<file path="src/design/day_tagged_bitmask_ring_with_streak_top_defines.svh">
// ----------------------------------------------------------------------------
// Assertion macros for the day-tagged bitmask ring
// Assertions are compiled for simulation and drop out for synthesis.
// ----------------------------------------------------------------------------
`ifndef DAY_TAGGED_BITMASK_RING_WITH_STREAK_TOP_DEFINES_SVH
`define DAY_TAGGED_BITMASK_RING_WITH_STREAK_TOP_DEFINES_SVH

`ifndef SYNTHESIS

// Checks that an expression holds at every clock edge outside reset.
`define DTBRS_ASSERT_ALWAYS(lbl, expr) \
	lbl: assert property (@(posedge clk) disable iff (!arst_n) (expr)) \
		else $error("dtbrs: invariant violated");

// Checks that a condition implies a consequence in the same cycle.
`define DTBRS_ASSERT_IMPLY(lbl, pre, post) \
	lbl: assert property (@(posedge clk) disable iff (!arst_n) (pre) |-> (post)) \
		else $error("dtbrs: implication violated");

`else

`define DTBRS_ASSERT_ALWAYS(lbl, expr)
`define DTBRS_ASSERT_IMPLY(lbl, pre, post)

`endif

`endif

</file>
<file path="src/design/dtbrs_pkg.sv">
// ----------------------------------------------------------------------------
// dtbrs_pkg
// Types, codes and helpers shared by the day-tagged bitmask ring.
// ----------------------------------------------------------------------------
package dtbrs_pkg;

	// Default ring depth.
	localparam int SLOTS_DEF = 64;

	// Field widths on the stream ports.
	localparam int DAY_W     = 32;
	localparam int MASK_W    = 8;
	localparam int ITEM_W    = 3;
	localparam int COUNT_W   = 4;
	localparam int STREAK_W  = 7;
	localparam int S_TDATA_W = 40;
	localparam int S_TUSER_W = 2;
	localparam int M_TDATA_W = 24;
	localparam int M_TUSER_W = 3;

	// Operation codes.
	typedef enum logic [1:0] {
		OP_LOOK   = 2'd0,
		OP_MARK   = 2'd1,
		OP_UNMARK = 2'd2,
		OP_CLEAR  = 2'd3
	} op_t;

	// Result status codes.
	typedef enum logic [2:0] {
		STS_MARKED   = 3'd0,
		STS_ALREADY  = 3'd1,
		STS_UNMARKED = 3'd2,
		STS_NOTHING  = 3'd3,
		STS_LOOK     = 3'd4
	} status_t;

	// Sequencer states.
	typedef enum logic [2:0] {
		ST_IDLE,
		ST_MOD,
		ST_ADJ,
		ST_CLR,
		ST_READ,
		ST_RMW,
		ST_WALK,
		ST_DONE
	} state_t;

	// One ring entry as stored in memory.
	typedef struct packed {
		logic               valid;
		logic [MASK_W-1:0]  mask;
		logic [DAY_W-1:0]   tag;
	} entry_t;

	// Number of set bits in a mask.
	function automatic logic [COUNT_W-1:0] popcount(input logic [MASK_W-1:0] m);
		logic [COUNT_W-1:0] c;
		c = '0;
		for (int i = 0; i < MASK_W; i++) begin
			c = c + COUNT_W'(m[i]);
		end
		return c;
	endfunction

endpackage

</file>
<file path="src/design/day_tagged_bitmask_ring_with_streak_top.sv">
// ----------------------------------------------------------------------------
// day_tagged_bitmask_ring_with_streak_top
// Direct-mapped ring of day-tagged 8-bit masks with mark, unmark, look,
// clear all, and a backward streak count over consecutive days.
// ----------------------------------------------------------------------------
// Usage:
// Requests arrive on the s_ stream: s_tuser carries the operation and s_tdata
// the day and item. Every accepted transfer yields exactly one result transfer
// on the m_ stream: the status code in m_tuser, and mask, popcount,
// streak and the any-recorded flag in m_tdata.
// One request is in work at a time. The ring sits in one single-port-write
// synchronous memory. A request reduces the day modulo SLOTS four bits per
// cycle (ST_MOD), removes the sign bias (ST_ADJ), reads its entry (ST_READ)
// and does the read-modify-write (ST_RMW). The walk back through the ring
// then reads one entry per cycle and stops at the first day that does not
// hold the item, or once the streak reaches SLOTS. A clear-all sweeps the
// memory one entry per cycle. After reset the same sweep runs and s_tready
// stays low until it ends. The result sits in an output register, so a new
// request is accepted while a finished result still waits for m_tready; the
// block then holds in its last step until the register frees.
// ----------------------------------------------------------------------------
`include "day_tagged_bitmask_ring_with_streak_top_defines.svh"

module day_tagged_bitmask_ring_with_streak_top #(
	parameter int SLOTS = dtbrs_pkg::SLOTS_DEF
) (
	input  logic                              clk,
	input  logic                              arst_n,
	input  logic                              s_tvalid,
	output logic                              s_tready,
	// Bits from low: day[31:0], item[34:32], zero fill [39:35].
	input  logic [dtbrs_pkg::S_TDATA_W-1:0]   s_tdata,
	// Bits from low: op[1:0].
	input  logic [dtbrs_pkg::S_TUSER_W-1:0]   s_tuser,
	output logic                              m_tvalid,
	input  logic                              m_tready,
	// Bits from low: day_mask[7:0], day_count[11:8], streak[18:12],
	// any_recorded[19], zero fill [23:20].
	output logic [dtbrs_pkg::M_TDATA_W-1:0]   m_tdata,
	// Bits from low: status[2:0].
	output logic [dtbrs_pkg::M_TUSER_W-1:0]   m_tuser
);

	localparam int SW  = (SLOTS > 1) ? $clog2(SLOTS) : 1;
	localparam int CW  = $clog2(SLOTS + 1);
	localparam int TW  = SW + 4;
	localparam int OFS = int'(64'd2147483648 % SLOTS);

	localparam int DW = dtbrs_pkg::DAY_W;
	localparam int MW = dtbrs_pkg::MASK_W;
	localparam int IW = dtbrs_pkg::ITEM_W;

	// Control state.
	dtbrs_pkg::state_t state_q, state_d;
	logic [SW-1:0]     clr_addr_q;
	logic              clr_op_q;
	logic [2:0]        nib_q;
	logic              pend_s1;
	logic              m_tvalid_q;
	logic [CW-1:0]     nz_q;

	// Request and datapath registers.
	dtbrs_pkg::op_t     op_q;
	logic [DW-1:0]      day_q;
	logic [IW-1:0]      item_q;
	logic [DW-1:0]      u_q;
	logic [SW-1:0]      r_q;
	logic [SW-1:0]      slot_q;
	logic [SW-1:0]      wslot_q;
	logic [DW-1:0]      wday_q;
	logic [DW-1:0]      wday_s1;
	logic [CW-1:0]      cnt_q;
	logic [MW-1:0]      res_mask_q;
	dtbrs_pkg::status_t res_status_q;

	// Output register.
	logic [MW-1:0]                 out_mask_q;
	logic [dtbrs_pkg::COUNT_W-1:0] out_count_q;
	logic [dtbrs_pkg::STREAK_W-1:0] out_streak_q;
	logic                          out_any_q;
	dtbrs_pkg::status_t            out_status_q;

	// Memory ports.
	dtbrs_pkg::entry_t mem [SLOTS];
	dtbrs_pkg::entry_t rd_q;
	dtbrs_pkg::entry_t mem_wdata;
	logic              mem_we;
	logic [SW-1:0]     mem_waddr;
	logic [SW-1:0]     rd_addr;

	// Combinational helpers.
	logic [SW-1:0]      mod_next;
	logic [SW-1:0]      slot_adj;
	logic               accept;
	logic               out_load;
	logic               walk_hit;
	logic               walk_done;
	logic               rmw_match;
	logic [MW-1:0]      rmw_cur;
	logic [MW-1:0]      rmw_bit;
	logic [MW-1:0]      rmw_new;
	logic [MW-1:0]      rmw_res;
	logic               rmw_write;
	dtbrs_pkg::status_t rmw_status;

	assign accept   = s_tvalid && s_tready;
	assign out_load = (state_q == dtbrs_pkg::ST_DONE) && (!m_tvalid_q || m_tready);

	// One step of the day reduction: append four bits, then fold back below SLOTS.
	always_comb begin
		logic [TW-1:0] t;
		t = {r_q, u_q[DW-1 -: 4]};
		for (int k = 3; k >= 0; k--) begin
			if (t >= (TW'(SLOTS) << k)) begin
				t = t - (TW'(SLOTS) << k);
			end
		end
		mod_next = SW'(t);
	end

	// Undo the bias added to make the day unsigned.
	always_comb begin
		if (r_q >= SW'(OFS)) begin
			slot_adj = r_q - SW'(OFS);
		end else begin
			slot_adj = SW'((SW+1)'(r_q) + (SW+1)'(SLOTS - OFS));
		end
	end

	// Read-modify-write decision for the selected entry.
	always_comb begin
		rmw_match  = rd_q.valid && (rd_q.tag == day_q);
		rmw_cur    = rmw_match ? rd_q.mask : '0;
		rmw_bit    = MW'(1) << item_q;
		rmw_new    = rmw_cur;
		rmw_res    = rmw_cur;
		rmw_write  = 1'b0;
		rmw_status = dtbrs_pkg::STS_LOOK;
		unique case (op_q)
			dtbrs_pkg::OP_MARK: begin
				rmw_write = 1'b1;
				if ((rmw_cur & rmw_bit) != '0) begin
					rmw_status = dtbrs_pkg::STS_ALREADY;
				end else begin
					rmw_new    = rmw_cur | rmw_bit;
					rmw_status = dtbrs_pkg::STS_MARKED;
				end
				rmw_res = rmw_new;
			end
			dtbrs_pkg::OP_UNMARK: begin
				if ((rmw_cur & rmw_bit) != '0) begin
					rmw_write  = 1'b1;
					rmw_new    = rmw_cur & ~rmw_bit;
					rmw_status = dtbrs_pkg::STS_UNMARKED;
				end else begin
					rmw_status = dtbrs_pkg::STS_NOTHING;
				end
				rmw_res = rmw_new;
			end
			dtbrs_pkg::OP_LOOK,
			dtbrs_pkg::OP_CLEAR: begin
				rmw_status = dtbrs_pkg::STS_LOOK;
			end
		endcase
	end

	// Streak walk: a returned entry extends the streak when it holds the item.
	assign walk_hit  = rd_q.valid && (rd_q.tag == wday_s1) && rd_q.mask[item_q];
	assign walk_done = pend_s1 && (!walk_hit || (cnt_q == CW'(SLOTS - 1)));

	// Next state, memory port control and handshake.
	always_comb begin
		state_d   = state_q;
		mem_we    = 1'b0;
		mem_waddr = slot_q;
		mem_wdata = '{valid: 1'b1, mask: rmw_new, tag: day_q};
		rd_addr   = slot_q;
		s_tready  = 1'b0;
		unique case (state_q)
			dtbrs_pkg::ST_IDLE: begin
				s_tready = 1'b1;
				if (s_tvalid) begin
					state_d = dtbrs_pkg::ST_MOD;
				end
			end
			dtbrs_pkg::ST_MOD: begin
				if (nib_q == 3'd7) begin
					state_d = dtbrs_pkg::ST_ADJ;
				end
			end
			dtbrs_pkg::ST_ADJ: begin
				state_d = (op_q == dtbrs_pkg::OP_CLEAR) ? dtbrs_pkg::ST_CLR
					: dtbrs_pkg::ST_READ;
			end
			dtbrs_pkg::ST_CLR: begin
				mem_we    = 1'b1;
				mem_waddr = clr_addr_q;
				mem_wdata = '{valid: 1'b0, mask: '0, tag: '0};
				if (clr_addr_q == SW'(SLOTS - 1)) begin
					state_d = clr_op_q ? dtbrs_pkg::ST_DONE : dtbrs_pkg::ST_IDLE;
				end
			end
			dtbrs_pkg::ST_READ: begin
				state_d = dtbrs_pkg::ST_RMW;
			end
			dtbrs_pkg::ST_RMW: begin
				mem_we  = rmw_write;
				state_d = dtbrs_pkg::ST_WALK;
			end
			dtbrs_pkg::ST_WALK: begin
				rd_addr = wslot_q;
				if (walk_done) begin
					state_d = dtbrs_pkg::ST_DONE;
				end
			end
			dtbrs_pkg::ST_DONE: begin
				if (out_load) begin
					state_d = dtbrs_pkg::ST_IDLE;
				end
			end
		endcase
	end

	// Ring memory with registered read.
	always_ff @(posedge clk) begin
		if (mem_we) begin
			mem[mem_waddr] <= mem_wdata;
		end
		rd_q <= mem[rd_addr];
	end

	// Control registers; reset starts the clearing sweep.
	always_ff @(posedge clk or negedge arst_n) begin
		if (!arst_n) begin
			state_q    <= dtbrs_pkg::ST_CLR;
			clr_addr_q <= '0;
			clr_op_q   <= 1'b0;
			nib_q      <= '0;
			pend_s1    <= 1'b0;
			m_tvalid_q <= 1'b0;
			nz_q       <= '0;
		end else begin
			state_q <= state_d;
			pend_s1 <= (state_q == dtbrs_pkg::ST_WALK) && !walk_done;

			if (accept) begin
				nib_q <= '0;
			end else if (state_q == dtbrs_pkg::ST_MOD) begin
				nib_q <= nib_q + 3'd1;
			end

			if (state_q == dtbrs_pkg::ST_ADJ) begin
				clr_addr_q <= '0;
				clr_op_q   <= 1'b1;
			end else if (state_q == dtbrs_pkg::ST_CLR) begin
				clr_addr_q <= clr_addr_q + SW'(1);
			end

			// Count of entries with a nonzero mask.
			if (state_q == dtbrs_pkg::ST_CLR) begin
				nz_q <= '0;
			end else if (state_q == dtbrs_pkg::ST_RMW && rmw_write) begin
				if (rmw_new != '0 && rd_q.mask == '0) begin
					nz_q <= nz_q + CW'(1);
				end else if (rmw_new == '0 && rd_q.mask != '0) begin
					nz_q <= nz_q - CW'(1);
				end
			end

			if (out_load) begin
				m_tvalid_q <= 1'b1;
			end else if (m_tready) begin
				m_tvalid_q <= 1'b0;
			end
		end
	end

	// Request capture, day reduction, update results and streak walk.
	always_ff @(posedge clk) begin
		if (accept) begin
			op_q   <= dtbrs_pkg::op_t'(s_tuser);
			day_q  <= s_tdata[DW-1:0];
			item_q <= s_tdata[DW +: IW];
			u_q    <= s_tdata[DW-1:0] ^ {1'b1, {(DW-1){1'b0}}};
			r_q    <= '0;
		end
		if (state_q == dtbrs_pkg::ST_MOD) begin
			r_q <= mod_next;
			u_q <= u_q << 4;
		end
		if (state_q == dtbrs_pkg::ST_ADJ) begin
			slot_q <= slot_adj;
		end
		if (state_q == dtbrs_pkg::ST_CLR) begin
			res_mask_q   <= '0;
			res_status_q <= dtbrs_pkg::STS_LOOK;
			cnt_q        <= '0;
		end
		if (state_q == dtbrs_pkg::ST_RMW) begin
			res_mask_q   <= rmw_res;
			res_status_q <= rmw_status;
			cnt_q        <= CW'(rmw_res[item_q]);
			wday_q       <= day_q - DW'(1);
			wslot_q      <= (slot_q == '0) ? SW'(SLOTS - 1) : slot_q - SW'(1);
		end
		if (state_q == dtbrs_pkg::ST_WALK) begin
			wday_s1 <= wday_q;
			wday_q  <= wday_q - DW'(1);
			wslot_q <= (wslot_q == '0) ? SW'(SLOTS - 1) : wslot_q - SW'(1);
			if (pend_s1 && walk_hit) begin
				cnt_q <= cnt_q + CW'(1);
			end
		end
		if (out_load) begin
			out_mask_q   <= res_mask_q;
			out_count_q  <= dtbrs_pkg::popcount(res_mask_q);
			out_streak_q <= dtbrs_pkg::STREAK_W'(cnt_q);
			out_any_q    <= (nz_q != '0);
			out_status_q <= res_status_q;
		end
	end

	// Output stream.
	assign m_tvalid = m_tvalid_q;
	assign m_tuser  = out_status_q;
	assign m_tdata  = {4'b0000, out_any_q, out_streak_q, out_count_q, out_mask_q};

	// Checks on the sequencer and the bookkeeping.
	`DTBRS_ASSERT_ALWAYS(a_nz_range, nz_q <= CW'(SLOTS))
	`DTBRS_ASSERT_IMPLY(a_slot_range, state_q == dtbrs_pkg::ST_READ, slot_q <= SW'(SLOTS - 1))
	`DTBRS_ASSERT_IMPLY(a_walk_cap, state_q == dtbrs_pkg::ST_WALK, cnt_q < CW'(SLOTS))
	`DTBRS_ASSERT_IMPLY(a_we_state, mem_we, state_q == dtbrs_pkg::ST_RMW || state_q == dtbrs_pkg::ST_CLR)

endmodule
</file>
<file path="config.mk">
export PLATFORM = sky130hd
export DESIGN_NAME = day_tagged_bitmask_ring_with_streak_top
export DESIGN_NICKNAME = d
export VERILOG_FILES = /design/src/design/dtbrs_pkg.sv /design/src/design/day_tagged_bitmask_ring_with_streak_top.sv
export VERILOG_INCLUDE_DIRS = /design/src /design/src/design
export SDC_FILE = /design/constraint.sdc
export NUM_CORES = 2
export LEC_CHECK = 0
export ABC_CLOCK_PERIOD_IN_PS = 5000
export BUFFER_PORTS_ARGS = -buffer_cell sky130_fd_sc_hd__buf_2
export CELL_PAD_IN_SITES_DETAIL_PLACEMENT = 1
export CELL_PAD_IN_SITES_GLOBAL_PLACEMENT = 1
export CORE_MARGIN = 2
export CORE_UTILIZATION = 50
export DETAILED_ROUTE_END_ITERATION = 16
export GPL_ROUTABILITY_DRIVEN = 0
export GPL_TIMING_DRIVEN = 0
export PLACE_DENSITY_LB_ADDON = 0.3
export REMOVE_ABC_BUFFERS = 1
export SLEW_MARGIN = 10
export SYNTH_ARGS = -nofsm -noshare
export SYNTH_HDL_FRONTEND = slang
export SYNTH_SLANG_ARGS = --single-unit
</file>
<file path="constraint.sdc">
create_clock -name clk -period 5 [get_ports clk]
set_input_delay 0.75 -clock clk [delete_from_list [all_inputs] [get_ports clk]]
set_output_delay 0.75 -clock clk [all_outputs]
set_load 0.005 [all_outputs]
</file>
==> impl_metrics.toml <==
[clocking]
htree_levels = 5
clk_latency_ps = 960
clock_sinks = 2879
clk_pin_slew_ps = 60
cts_buffer_depth = 4
cts_root_buf = "clkbuf_16"
cts_tree = "built"
numCtsBuffers = 300

[placed_design]
portBuffers = 65
placed_cells = 9274
dp_slack_ps = -2040
place_area_sq_um = 122000
detailed_place_hpwl_mm = 213

[setup_path]
arrival_ps = 5760
path_cells = "xnor2_1 -> nand4_1 -> nor4_1 -> nand4b_1 -> buf_4 -> buf_4 -> o22a_1 -> o21ai_0 -> nand2_1 -> nor2_4 -> buf_12 -> buf_12"
critPathRequiredTime_ps = 5620
critPathTopFamily = "simple AND/OR/NAND/NOR gates"
path_class = "flip-flop to flip-flop"
end_kind = "flip-flop"
worst-path-buf-inv = 4
crit_fanout = 15
worstSetupStartpointType = "flip-flop"
cpMaxStageDelayCell = "nor2_4"
max_stage_delay_ps = 990

[grt]
antenna_found_initial = 16
grt_pass1_wl_mm = 499
grt_pass1_vias = 67700
grt_max_degree = 107
track_usage = 0.307
grt_overflow_total = 0

[timing]
setup_viol = 57
finalMaxSlewViolations = 0
setup_ws_ps = -142
finalHoldViolCount = 0
period_share = 1.03
tightestPinTransition_ps = 1360
fin_setup_tns_ps = -3050
fin_crit_ps = 5140
slew_headroom = 0.0651
holdWs_ps = 42.6
max_clock_freq_ghz = 0.194
finClkSkew_ps = 47.1

[synth]
ys_top_cells_by_area = "edfxtp_1, mux2i_1, o22ai_1"
synth.distinct_cells = 69
synth-edff-count = 2805
yosysTopAreaCell = "edfxtp_1"
yosys_most_used_dff = "edfxtp_1"
synth_area_per_cell_sq_um = 17.8
syn_inst = 6280
synth_top_area_share = 0.755
synth_most_common_cell = "edfxtp_1"
yosys_register_bits = 2879
syn_area_sq_um = 112000
ys_warn_count = 0
ys_top_cells_by_count = "edfxtp_1, mux2i_1, o22ai_1"
ys_seq_area_frac = 0.770
async_flop_share = 0.00764

[finish]
layout-drive-gt1-share = 0.151
area_growth_pct = 18.6
fin_util = 0.596
nets = 6783
fillers = 19200
stdcell_area_sq_um = 132000
final_cells = 9899

[drt]
wl_mm = 358
drt_pass1_iterations = 7
vias = 65200
wire_per_inst_um = 36.2
drt-initial-drc-count = 8745
vias_per_cell = 6.59
postRouteAntennaNets = 0
drc_errors = 0

[floorplan]
die_h_um = 476
io-pin-count = 75
coreArea_sq_um = 222000
start_util = 0.502
die-area_sq_um = 227000
die_width_um = 476
num_rows = 173

[run_status]
failed_checks = "setup timing"
status = "complete, but fails checks"

[power]
total_power_mw = 73.0
irDropWorstVdd_mv = 0.436
pwr_density_cell_nw_per_um2 = 552
leakage_nw = 45.9

[flow_run]
cap_violations = 0

[hold_path]
hold_path_class = "primary input to flip-flop"
## per-layer routing
metal	track usage	vias up	share of wire	wire length, um
met2	0.490	4047	0.47	170000
li1	-	26200	-	-
met5	0	-	0.000095	34
met4	0.139	6	0.049	17700
met3	0.0586	995	0.10	36200
met1	0.410	34000	0.38	135000
## logic make-up (layout without fill, tap and decap cells)
| logic type | count (synthesis) | in the layout | share of synthesized area |
|---|---|---|---|
| DFF | 2879 | 2879 | 0.770 |
| muxes | 1360 | 1360 | 0.122 |
| AOI/OAI and AO/OA | 861 | 861 | 0.0491 |
| and+or+nand+nor | 642 | 644 | 0.0307 |
| buffers and inverters | 390 | 1027 | 0.0153 |
| xor gates and xnor gates | 120 | 120 | 0.00942 |
| adders and majority gates | 27 | 27 | 0.00337 |
| other | 1 | 6 | 0.0000336 |
## worst register-to-register path, stage by stage, from the launching register on
cell	delay [ps]
edfxtp_1	550
xnor2_1	330
nand4_1	230
nor4_1	410
nand4b_1	140
buf_4	200
buf_4	170
o22a_1	310
o21ai_0	350
nand2_1	570
nor2_4	990
buf_12	320
buf_12	230
## report_power, final
part / switching, mW / internal [mW]
Clock: 9.24 / 12.3
Sequential: 0.876 / 29.3
Combinational: 13.5 / 7.80
Total: 23.6 / 49.4
## cell type report
| cell class | instances | area (sq um) | area share |
|---|---|---|---|
| diodes | 2 | 5.00 | 0.0000378 |
| clock buffers | 383 | 8090 | 0.0612 |
| clock inverters | 131 | 1060 | 0.00803 |
| inverters | 34 | 154 | 0.00116 |
| multi-input cells | 3016 | 25100 | 0.190 |
| flip-flops and latches | 2879 | 85800 | 0.649 |
| well taps | 2975 | 3720 | 0.0281 |
| repair buffers | 477 | 8260 | 0.0625 |
| repair inverters | 2 | 17.5 | 0.000132 |
## path summary, 6_finish.rpt
kind / start / end / slack [ps] / cells past startpoint
max: day_q[30]$_DFFE_PP_ / mem[29][18]$_DFFE_PP_ / -140 / 12
min: s_tuser[1] / op_q[1]$_DFFE_PP_ / 40 / 1
max reg2reg: day_q[30]$_DFFE_PP_ / mem[29][18]$_DFFE_PP_ / -140 / 12
min reg2reg: r_q[2]$_SDFFCE_PN0P_ / slot_q[2]$_DFFE_PN_ / 430 / 0
max in group asynchronous: arst_n / state_q[2]$_DFFE_PN0P_ / 4240 / 2
min in group asynchronous: arst_n / state_q[2]$_DFFE_PN0P_ / 360 / 2
## cell usage in the layout (no fill, tap or decap), drive strengths merged, types with 8 or more instances in the layout
master,synthesis,layout
nand3,26,26
and2,42,42
xor2,58,58
or2,44,44
nor2,138,138
dfrtp,20,20
bufinv,0,18
nand4,20,20
or3,7,8
nor4,183,183
nand2,100,100
dlygate4sd3,0,19
ha,22,22
edfxtp,2805,2805
mux2i,1356,1356
inv,32,36
nand2b,8,8
clkbuf,170,383
o22ai,743,743
nor3,37,37
a21o,8,8
clkinv,2,108
nor2b,9,9
a21oi,24,24
xnor2,62,62
a22o,31,31
dfxtp,52,52
buf,186,458
and3,8,8
o21ai,23,23
## registers in the layout (all words and copies together) (netlist names), 7 cells and up
signal,count
cnt_q,7
day_q,32
mem,2624
nz_q,7
out_mask_q,8
out_streak_q,7
rd_q,41
res_mask_q,8
u_q,32
wday_q,32
wday_s1,32
## what timing repair did
| action | 4_1_cts | 5_1_grt |
|---|---|---|
| hold buffers | 19 | 0 |
| resized for setup | 41 | 34 |
| gates cloned | 3 | 1 |
| setup endpoints to repair | 1797 | 524 |
| endpoints found under the hold margin | 38 | 0 |
| buffers inserted | 41 | 46 |
| pin swaps | 17 | 17 |
(Power assumes the default switching activity.)
